**src/bitmap_block_allocator_macros.svh**
```systemverilog
// Assertion macros for the bitmap block allocator.
// Used by the RTL files that carry concurrent checks; no other dependencies.
`ifndef BITMAP_BLOCK_ALLOCATOR_MACROS_SVH
`define BITMAP_BLOCK_ALLOCATOR_MACROS_SVH

// same-cycle implication
`define BBA_ASSERT_IMP(label, clk, rst, ante, cons) \
   label: assert property (@(posedge clk) disable iff (rst) (ante) |-> (cons)) \
      else $error("same-cycle implication check failed");

// next-cycle implication
`define BBA_ASSERT_NXT(label, clk, rst, ante, cons) \
   label: assert property (@(posedge clk) disable iff (rst) (ante) |=> (cons)) \
      else $error("next-cycle implication check failed");

`endif

```
**src/bba_pkg.sv**
```systemverilog
// Package for the bitmap block allocator: sizes, codes, state type,
// memory access struct and bit-search helpers. No dependencies.
package bba_pkg;

   localparam int MAX_BLOCKS  = 4096;
   localparam int WORD_BITS   = 64;
   localparam int MAP_WORDS   = (MAX_BLOCKS + WORD_BITS - 1) / WORD_BITS;
   localparam int BIT_IDX_W   = $clog2(WORD_BITS);
   localparam int WORD_IDX_W  = $clog2(MAP_WORDS);
   localparam int BLK_W       = 12;
   localparam int CNT_W       = 13;
   localparam int WORD_CNT_W  = CNT_W - BIT_IDX_W;
   localparam int TOTAL_RESET = 4096;
   localparam int CSR_DATA_W  = 32;
   localparam int CSR_ADDR_W  = 3;

   typedef logic [WORD_BITS-1:0]  word_type;
   typedef logic [WORD_IDX_W-1:0] word_idx_type;
   typedef logic [BIT_IDX_W-1:0]  bit_idx_type;

   localparam logic ACT_ALLOC = 1'b0;
   localparam logic ACT_FREE  = 1'b1;

   localparam logic [1:0] STAT_OK     = 2'd0;
   localparam logic [1:0] STAT_FULL   = 2'd1;
   localparam logic [1:0] STAT_DOUBLE = 2'd2;
   localparam logic [1:0] STAT_RANGE  = 2'd3;

   localparam logic REG_TOTAL_BLOCKS = 1'b0;

   typedef enum logic [1:0] {
      ST_IDLE,
      ST_ALLOC,
      ST_FREE_CHK,
      ST_DELIVER
   } state_type;

   typedef struct packed {
      word_idx_type rd_addr;
      logic         wr_en;
      word_idx_type wr_addr;
      word_type     wr_data;
   } ram_req_type;

   function automatic bit_idx_type first_one(input word_type bits);
      bit_idx_type idx;
      idx = '0;
      for (int i = WORD_BITS - 1; i >= 0; i--) begin
         if (bits[i]) begin
            idx = bit_idx_type'(i);
         end
      end
      return idx;
   endfunction

   function automatic word_type word_mask(input word_idx_type w,
                                          input logic [CNT_W-1:0] n);
      logic [WORD_CNT_W-1:0] full;
      bit_idx_type           rem;
      word_type              m;
      full = n[CNT_W-1:BIT_IDX_W];
      rem  = n[BIT_IDX_W-1:0];
      if (WORD_CNT_W'(w) < full) begin
         m = '1;
      end else if (WORD_CNT_W'(w) == full) begin
         m = (word_type'(1) << rem) - word_type'(1);
      end else begin
         m = '0;
      end
      return m;
   endfunction

endpackage

```
**src/bba_map_ram.sv**
```systemverilog
// Free-map memory: one word per group of blocks, registered read.
// Per-word valid bits make unwritten words read as all free. Uses bba_pkg.
module bba_map_ram
   import bba_pkg::*;
(
   input  logic        clock,
   input  logic        reset,
   input  ram_req_type ram_req,
   output word_type    rd_data
);

   word_type             map_mem [MAP_WORDS];
   word_type             rd_q_ff;
   logic [MAP_WORDS-1:0] vld_ff;
   logic                 rd_vld_ff;

   always_ff @(posedge clock) begin
      if (ram_req.wr_en) begin
         map_mem[ram_req.wr_addr] <= ram_req.wr_data;
      end
      rd_q_ff <= map_mem[ram_req.rd_addr];
   end

   always_ff @(posedge clock) begin
      if (reset) begin
         vld_ff    <= '0;
         rd_vld_ff <= 1'b0;
      end else begin
         if (ram_req.wr_en) begin
            vld_ff[ram_req.wr_addr] <= 1'b1;
         end
         rd_vld_ff <= vld_ff[ram_req.rd_addr];
      end
   end

   assign rd_data = rd_vld_ff ? rd_q_ff : '0;

endmodule

```
**src/bba_csr.sv**
```systemverilog
// Configuration register file: block count register on an APB-style port.
// Uses bba_pkg.
module bba_csr
   import bba_pkg::*;
(
   input  logic                  clock,
   input  logic                  reset,
   input  logic                  csr_psel,
   input  logic                  csr_penable,
   input  logic                  csr_pwrite,
   input  logic [CSR_ADDR_W-1:0] csr_paddr,
   input  logic [CSR_DATA_W-1:0] csr_pwdata,
   output logic [CSR_DATA_W-1:0] csr_prdata,
   output logic                  csr_pready,
   output logic [CNT_W-1:0]      total_blocks
);

   logic [CNT_W-1:0] total_ff;
   logic [CNT_W-1:0] total_in;
   logic             wr_hit;

   assign wr_hit = csr_psel && csr_penable && csr_pwrite &&
                   (csr_paddr[CSR_ADDR_W-1] == REG_TOTAL_BLOCKS);

   always_comb begin
      total_in = total_ff;
      if (wr_hit) begin
         total_in = csr_pwdata[CNT_W-1:0];
      end
   end

   always_ff @(posedge clock) begin
      if (reset) begin
         total_ff <= CNT_W'(TOTAL_RESET);
      end else begin
         total_ff <= total_in;
      end
   end

   always_comb begin
      unique case (csr_paddr[CSR_ADDR_W-1])
         REG_TOTAL_BLOCKS: csr_prdata = CSR_DATA_W'(total_ff);
         default:          csr_prdata = '0;
      endcase
   end

   assign csr_pready   = 1'b1;
   assign total_blocks = total_ff;

endmodule

```
**src/bba_ctrl.sv**
```systemverilog
// Request sequencer: first-fit word scan, free check, read-modify-write of
// the free map, and the result register. Uses bba_pkg and the macros header.
`include "bitmap_block_allocator_macros.svh"
module bba_ctrl
   import bba_pkg::*;
(
   input  logic             clock,
   input  logic             reset,
   input  logic [CNT_W-1:0] total_blocks,
   input  logic             req_valid,
   output logic             req_ready,
   input  logic             req_action,
   input  logic [BLK_W-1:0] req_block_no,
   output logic             rsp_valid,
   input  logic             rsp_ready,
   output logic [BLK_W-1:0] rsp_result_block,
   output logic [1:0]       rsp_status,
   output ram_req_type      ram_req,
   input  word_type         rd_data
);

   state_type             state_ff, state_in;
   logic [WORD_CNT_W-1:0] iss_ff, iss_in;
   logic                  chkv_ff, chkv_in;
   word_idx_type          chk_ff, chk_in;
   logic [BLK_W-1:0]      blk_ff, blk_in;
   logic [BLK_W-1:0]      res_blk_ff, res_blk_in;
   logic [1:0]            res_st_ff, res_st_in;
   logic                  rsp_valid_ff, rsp_valid_in;
   logic [BLK_W-1:0]      rsp_blk_ff, rsp_blk_in;
   logic [1:0]            rsp_st_ff, rsp_st_in;

   logic [CNT_W-1:0]      n_cnt;
   logic [CNT_W-1:0]      n_sum;
   logic [WORD_CNT_W-1:0] n_words;
   word_type              free_bits;
   logic                  hit;
   bit_idx_type           hit_idx;
   logic                  last_word;
   logic                  blk_set;
   logic                  req_xfer;
   logic                  out_load;
   logic                  free_range;

   always_comb begin
      n_cnt      = (total_blocks > CNT_W'(MAX_BLOCKS)) ? CNT_W'(MAX_BLOCKS) : total_blocks;
      n_sum      = n_cnt + CNT_W'(WORD_BITS - 1);
      n_words    = n_sum[CNT_W-1:BIT_IDX_W];
      free_bits  = ~rd_data & word_mask(chk_ff, n_cnt);
      hit        = |free_bits;
      hit_idx    = first_one(free_bits);
      last_word  = (WORD_CNT_W'(chk_ff) + WORD_CNT_W'(1)) >= n_words;
      blk_set    = rd_data[blk_ff[BIT_IDX_W-1:0]];
      req_xfer   = req_valid && (state_ff == ST_IDLE);
      out_load   = (state_ff == ST_DELIVER) && (!rsp_valid_ff || rsp_ready);
      free_range = CNT_W'(req_block_no) >= n_cnt;
   end

   always_comb begin
      state_in = state_ff;
      unique case (state_ff)
         ST_IDLE: begin
            if (req_valid) begin
               if (req_action == ACT_ALLOC) begin
                  state_in = (n_words == '0) ? ST_DELIVER : ST_ALLOC;
               end else begin
                  state_in = free_range ? ST_DELIVER : ST_FREE_CHK;
               end
            end
         end
         ST_ALLOC: begin
            if (chkv_ff && (hit || last_word)) begin
               state_in = ST_DELIVER;
            end
         end
         ST_FREE_CHK: state_in = ST_DELIVER;
         ST_DELIVER: begin
            if (out_load) begin
               state_in = ST_IDLE;
            end
         end
         default: state_in = ST_IDLE;
      endcase
   end

   always_comb begin
      req_ready       = 1'b0;
      iss_in          = iss_ff;
      chkv_in         = chkv_ff;
      chk_in          = chk_ff;
      blk_in          = blk_ff;
      res_blk_in      = res_blk_ff;
      res_st_in       = res_st_ff;
      ram_req         = '0;
      ram_req.wr_addr = chk_ff;
      rsp_valid_in    = rsp_valid_ff && !rsp_ready;
      rsp_blk_in      = rsp_blk_ff;
      rsp_st_in       = rsp_st_ff;
      unique case (state_ff)
         ST_IDLE: begin
            req_ready       = 1'b1;
            ram_req.rd_addr = req_block_no[BLK_W-1:BIT_IDX_W];
            if (req_xfer) begin
               blk_in  = req_block_no;
               iss_in  = '0;
               chkv_in = 1'b0;
               if (req_action == ACT_ALLOC) begin
                  res_blk_in = '0;
                  res_st_in  = STAT_FULL;
               end else begin
                  res_blk_in = req_block_no;
                  res_st_in  = STAT_RANGE;
               end
            end
         end
         ST_ALLOC: begin
            ram_req.rd_addr = iss_ff[WORD_IDX_W-1:0];
            chkv_in         = iss_ff < n_words;
            chk_in          = iss_ff[WORD_IDX_W-1:0];
            if (iss_ff < n_words) begin
               iss_in = iss_ff + WORD_CNT_W'(1);
            end
            if (chkv_ff && hit) begin
               ram_req.wr_en   = 1'b1;
               ram_req.wr_addr = chk_ff;
               ram_req.wr_data = rd_data | (word_type'(1) << hit_idx);
               res_blk_in      = {chk_ff, hit_idx};
               res_st_in       = STAT_OK;
            end else if (chkv_ff && last_word) begin
               res_blk_in = '0;
               res_st_in  = STAT_FULL;
            end
         end
         ST_FREE_CHK: begin
            res_blk_in = blk_ff;
            if (blk_set) begin
               ram_req.wr_en   = 1'b1;
               ram_req.wr_addr = blk_ff[BLK_W-1:BIT_IDX_W];
               ram_req.wr_data = rd_data &
                                 ~(word_type'(1) << blk_ff[BIT_IDX_W-1:0]);
               res_st_in       = STAT_OK;
            end else begin
               res_st_in = STAT_DOUBLE;
            end
         end
         ST_DELIVER: begin
            if (out_load) begin
               rsp_valid_in = 1'b1;
               rsp_blk_in   = res_blk_ff;
               rsp_st_in    = res_st_ff;
            end
         end
         default: begin
         end
      endcase
   end

   always_ff @(posedge clock) begin
      if (reset) begin
         state_ff     <= ST_IDLE;
         chkv_ff      <= 1'b0;
         rsp_valid_ff <= 1'b0;
      end else begin
         state_ff     <= state_in;
         chkv_ff      <= chkv_in;
         rsp_valid_ff <= rsp_valid_in;
      end
   end

   always_ff @(posedge clock) begin
      iss_ff     <= iss_in;
      chk_ff     <= chk_in;
      blk_ff     <= blk_in;
      res_blk_ff <= res_blk_in;
      res_st_ff  <= res_st_in;
      rsp_blk_ff <= rsp_blk_in;
      rsp_st_ff  <= rsp_st_in;
   end

   assign rsp_valid        = rsp_valid_ff;
   assign rsp_result_block = rsp_blk_ff;
   assign rsp_status       = rsp_st_ff;

   `BBA_ASSERT_IMP(a_wr_only_in_check, clock, reset, ram_req.wr_en, (state_ff == ST_ALLOC) || (state_ff == ST_FREE_CHK))
   `BBA_ASSERT_NXT(a_xfer_leaves_idle, clock, reset, req_xfer, state_ff != ST_IDLE)
   `BBA_ASSERT_IMP(a_hit_in_range, clock, reset, (state_ff == ST_ALLOC) && chkv_ff && hit, WORD_CNT_W'(chk_ff) < n_words)
   `BBA_ASSERT_NXT(a_load_sets_valid, clock, reset, out_load, rsp_valid_ff)

endmodule

```
**src/bitmap_block_allocator.sv**
```systemverilog
// Bitmap block allocator, top level.
// Instantiates bba_csr, bba_map_ram and bba_ctrl; uses bba_pkg.
//
// Usage:
//   req channel (req_valid/req_ready): req_action 0 allocates the first free
//   block below the block count, 1 frees req_block_no. Every transfer gives
//   exactly one transfer on the rsp channel with rsp_result_block and
//   rsp_status (ok, no free block, double free, out of range).
//   The block works on one request at a time. An allocate scans one 64-bit
//   map word per cycle out of the map memory, checks each word when its read
//   returns and sets the lowest free bit of the first word that has one; when
//   the last word has none, the result is no free block. A free reads the
//   word, then clears the bit or reports a double free; an out-of-range free
//   or a zero-count allocate goes straight to the result. The next request is
//   taken in the cycle after the result loads; the scan sets the allocate rate.
//   The result sits in an output register; a new request is taken while it
//   waits, and the block holds its next result until the receiver takes it.
//   Reset marks every block free at once (per-word valid bits) and sets the
//   block count to 4096; requests are taken in the first cycle after reset.
//   The csr port holds total_blocks at byte address 0; write it only while idle.
module bitmap_block_allocator
   import bba_pkg::*;
(
   input  logic                  clock,
   input  logic                  reset,
   input  logic                  req_valid,
   output logic                  req_ready,
   input  logic                  req_action,
   input  logic [BLK_W-1:0]      req_block_no,
   output logic                  rsp_valid,
   input  logic                  rsp_ready,
   output logic [BLK_W-1:0]      rsp_result_block,
   output logic [1:0]            rsp_status,
   input  logic                  csr_psel,
   input  logic                  csr_penable,
   input  logic                  csr_pwrite,
   input  logic [CSR_ADDR_W-1:0] csr_paddr,
   input  logic [CSR_DATA_W-1:0] csr_pwdata,
   output logic [CSR_DATA_W-1:0] csr_prdata,
   output logic                  csr_pready
);

   logic [CNT_W-1:0] total_blocks;
   ram_req_type      ram_req;
   word_type         rd_data;

   bba_csr u_csr (
      .clock        (clock),
      .reset        (reset),
      .csr_psel     (csr_psel),
      .csr_penable  (csr_penable),
      .csr_pwrite   (csr_pwrite),
      .csr_paddr    (csr_paddr),
      .csr_pwdata   (csr_pwdata),
      .csr_prdata   (csr_prdata),
      .csr_pready   (csr_pready),
      .total_blocks (total_blocks)
   );

   bba_map_ram u_map_ram (
      .clock   (clock),
      .reset   (reset),
      .ram_req (ram_req),
      .rd_data (rd_data)
   );

   bba_ctrl u_ctrl (
      .clock            (clock),
      .reset            (reset),
      .total_blocks     (total_blocks),
      .req_valid        (req_valid),
      .req_ready        (req_ready),
      .req_action       (req_action),
      .req_block_no     (req_block_no),
      .rsp_valid        (rsp_valid),
      .rsp_ready        (rsp_ready),
      .rsp_result_block (rsp_result_block),
      .rsp_status       (rsp_status),
      .ram_req          (ram_req),
      .rd_data          (rd_data)
   );

endmodule
```
**config.mk**
```make
export PLATFORM = sky130hd
export DESIGN_NAME = bitmap_block_allocator
export DESIGN_NICKNAME = d
export VERILOG_FILES = /design/src/bba_pkg.sv /design/src/bba_map_ram.sv /design/src/bba_csr.sv /design/src/bba_ctrl.sv /design/src/bitmap_block_allocator.sv
export VERILOG_INCLUDE_DIRS = /design/src /design/src/src
export SDC_FILE = /design/constraint.sdc
export NUM_CORES = 2
export LEC_CHECK = 0
export BUFFER_PORTS_ARGS = -buffer_cell sky130_fd_sc_hd__buf_2
export CAP_MARGIN = 20
export CORE_AREA = 4 4 541 543
export DETAILED_ROUTE_END_ITERATION = 7
export DIE_AREA = 0 0 545 547
export PLACE_DENSITY = 0.86
export SLEW_MARGIN = 20
export SYNTH_ARGS = -nofsm -noshare
export SYNTH_HDL_FRONTEND = slang
export SYNTH_SLANG_ARGS = --single-unit
```
**constraint.sdc**
```tcl
create_clock -name clock -period 28.8 [get_ports clock]
set_input_delay 4.32 -clock clock [delete_from_list [all_inputs] [get_ports clock]]
set_output_delay 4.32 -clock clock [all_outputs]
set_load 0.01 [all_outputs]
```
==> summary.md <==
| Metric | Value |
|---|---|
| Worst path cell trace | `buf_2 -> a22o_4 -> buf_4 -> buf_4 -> buf_4 -> buf_4 -> buf_4 -> buf_4 -> mux4_2 -> and2_1 -> a211oi_1 -> a31oi_1 -> a211oi_1 -> a21oi_1` |
| H-tree level count | `5` |
| Cell accounting for the most synthesized area | `edfxtp_1` |
| CP required | `approximately 30 ns` |
| Mean cell area of the mapped netlist | `19.0 um2` |
| Setup TNS | `0 ns` |
| Critical R2R Launch | `u_csr.total_blocks[12]` |
| Cell area power density | `86.3 mW/mm2` |
| Clock Path Buffers | `4` |
| Slew @ Worst Pin | `between 1 and 1.5 ns` |
| Synthesized flop and latch total | `~4300` |
| Yosys cell types | `107` |
| Most frequent cell after synthesis | `edfxtp_1` |
| Hold_ws | `roughly 0.42 ns` |
| Crit. End Element | `register` |
| Ranking of synthesized cells by area | `edfxtp_1 72%, mux4_2 14%, dfxtp_1 1.7%` |
| Avg WL per Cell | `43.6 um` |
| Post-CTS Hold Buffers | `0` |
| Crit path max-delay family | `buffers and inverters` |
| Nets@finish | `9333` |
| Unrepaired setup endpoints after global routing | `false` |
| Worst hold stages | `0` |
| Total wire length | `584000 um` |
| Root buffer cell | `clkbuf_16` |
| Max_cap viols | `0` |
| Final-report max-slew violation count | `0` |
| Period utilization | `0.368` |
| Via-to-Cell Ratio | `7.85` |
| Vias in the first global route | `103000` |
| WP buf/inv | `7` |
| Core area | `0.288 mm2` |
| Final worst path period need | `10.61 ns` |
| Area share of the largest cell type after synthesis | `0.724` |
| Area grow syn2layout | `11.8%` |
| Post-synth top cells | `4149 x edfxtp_1, 1057 x mux4_2, 731 x nand2_1, 403 x clkbuf_1, 353 x a211oi_1` |
| Port buffer count | `62` |
| Headroom to the max-slew limit | `0.101` |
| PostCTS Resize Cnt | `0` |
| Initial antenna violation count | `53` |
| CP max stage delay | `0.81 ns` |
| GRT overflow | `0` |
| Area fraction in compound gates after synthesis | `0.0541` |
| Number of flops mapped to enable cells by yosys | `4149` |
| Crit path max fanout | `45` |
| Critical Path AT | `between 10 and 15 ns` |
| Fillers | `16300` |
| Leak | `around 51 nW` |
| Inst Count DP | `12600` |
| Post-synth ARST share | `0` |
| Status | `complete, but fails checks` |
| Via Count | `between 100k and 150k` |
| Place WS | `17.19 ns` |
| Warnings, synthesis | `0` |
| Post-synthesis xor/xnor area fraction | `0.00138` |
| Fin cells | `13400` |
| Worst hold-check path type | `reg -> reg` |
| Failing checks | `DRC` |
| Core Rows | `around 200` |
| Largest net degree at the start of global routing | `approximately 140` |
| Total CTS buffers | `401` |
| Post-synthesis adder-cell area fraction | `0.00284` |
| R2R setup slack | `between 15 and 20 ns` |
| Final Wtd Congestion | `roughly 0.99` |
| Post-synthesis mux area share | `0.140` |
| Core Util, Final | `0.669` |
| ANT nets after route | `0` |
| Kind of critical path | `in -> reg` |
| Worst-case hold path end point | `u_ctrl.rsp_result_block[9]` |
| Post-synth top flop | `edfxtp_1` |
| CP Launch Point | `req_block_no[6]` |
| Setup repair bufs after CTS | `0` |
| Number of setup violations in the final report | `0` |
| R2R cell count | `18` |
| Die X | `545 um` |
| Die Area | `0.298 mm2` |
| GRT Overall Usage | `0.390` |
| Final Hold Fails | `0` |
| Synth Cell Area | `0.172 mm2` |
| Initial DRC Count | `21700` |
| Global-route wire length before repair | `807000 um` |
| CTS tree | `done` |
| Worst path slowest cell | `buf_4` |
| Share of cells above drive strength 1 | `0.235` |
| # DRC | `64` |
| Post-Layout Inst Area | `0.192 mm2` |
| Pre-Repair DR Iteration Count | `8` |
| FF-to-FF End | `u_map_ram.map_mem[5][62]` |
| Final Power | `16.6 mW` |
| Startpoint types | `input pin` |
| Clock Pin Slew Worst Setup and Hold Paths | `0.07 ns` |
| CP dominant cell by count | `buf_4` |
| Placed cell area | `0.179 mm2` |
| Worst-Skew Late Latency | `slightly above 1 ns` |
| Starting density of the core | `0.598` |
| Post-Syn Instances | `9060` |
| Clock skew | `0.125 ns` |
| Clk sinks | `4295` |
| IO Pins | `~100` |
| Main combinational cell family by area after synthesis | `multiplexers` |
| Fmax | `94.3 MHz` |
| Hold Crit Start | `u_ctrl.res_blk_ff[9]` |
| Detailed Place HPWL | `293000 um` |
| Register area share after synthesis | `0.741` |
| Worst IR Drop VDD | `0.0770 mV` |
| DIE HEIGHT | `547 um` |
| Post-Synth Simple-Gate Area | `0.0440` |
| Worst setup margin | `18.19 ns` |
==> routing by layer <==
layer | share of wire | global-route usage
met3 | 0.16 | 0.136
met5 | 0.00058 | 0.00289
met1 | 0.30 | 0.484
met4 | 0.086 | 0.260
met2 | 0.46 | 0.584
==> report_power, final <==
part | switching (mW) | internal, mW | total [mW]
clock | 2.47 | 3.04 | 5.51
sequential | 0.215 | 6.88 | 7.10
combinational | 2.67 | 1.32 | 3.98
==> layout make-up <==
| class | instances | area (um2) | area share |
|---|---|---|---|
| tap | 3781 | 4730 | 0.0246 |
| clock inverter | 244 | 2590 | 0.0135 |
| inverter | 92 | 345 | 0.00180 |
| clock buffer | 502 | 10700 | 0.0558 |
| antenna | 33 | 82.6 | 0.000429 |
| timing repair buffer | 387 | 3210 | 0.0167 |
| multi-input combinational | 4062 | 43100 | 0.224 |
| sequential | 4295 | 128000 | 0.663 |
==> cells by family (layout without fill, tap and decap cells) <==
| family | count (synthesis) | count (layout) |
|---|---|---|
| buf+inv | 721 | 1225 |
| compound gates | 1338 | 1338 |
| other cells | 2 | 53 |
| flops | 4295 | 4295 |
| fa+ha+maj | 39 | 39 |
| mux | 1078 | 1078 |
| xor+xnor | 27 | 27 |
| simple gates | 1560 | 1560 |
==> sequential cells by signal, summed over array words and instances, names as in the netlist <==
register / cells
u_map_ram.map_mem: 4096
u_map_ram.rd_q_ff: 64
u_map_ram.vld_ff: 64
u_csr.total_blocks: 13
u_ctrl.blk_ff: 12
u_ctrl.res_blk_ff: 12
u_ctrl.rsp_result_block: 12
u_ctrl.iss_ff: 7
u_ctrl.chk_ff: 6
u_ctrl.res_st_ff: 2
u_ctrl.rsp_status: 2
u_ctrl.state_ff: 2
u_ctrl.chkv_ff: 1
u_ctrl.rsp_valid: 1
u_map_ram.rd_vld_ff: 1
==> cells in the final DEF (no fill, tap or decap), types with 32 or more instances in the layout <==
cell and count:
edfxtp_1 4149, mux4_2 1057, nand2_1 730, clkbuf_16 406
a211oi_1 353, buf_4 288, and2_1 284, a21oi_1 264
a31oi_1 153, dfxtp_1 144, a311oi_1 131, nor2_1 106
inv_1 90, o21ai_0 80, clkinv_2 80, nand3_1 77
clkinv_1 76, clkbuf_1 75, o22ai_1 67, nor2_4 66
buf_2 62, bufinv_16 43, nor3_1 40, ha_1 38
o211ai_1 36, diode_2 33, o31ai_4 32
==> worst max-delay path by stage <==
stage	cells past startpoint	end	slack, ns
6_report	14	u_map_ram.rd_q_ff[21]	18.19
5_1_grt	14	u_map_ram.rd_q_ff[21]	17.60
4_1_cts	14	u_map_ram.rd_q_ff[21]	18.05
3_5_place_dp	14	u_map_ram.rd_q_ff[21]	17.19
3_3_place_gp	14	u_map_ram.rd_q_ff[21]	17.44
2_1_floorplan	21	u_map_ram.map_mem[0][28]	19.71
(Power assumes the default switching activity.)
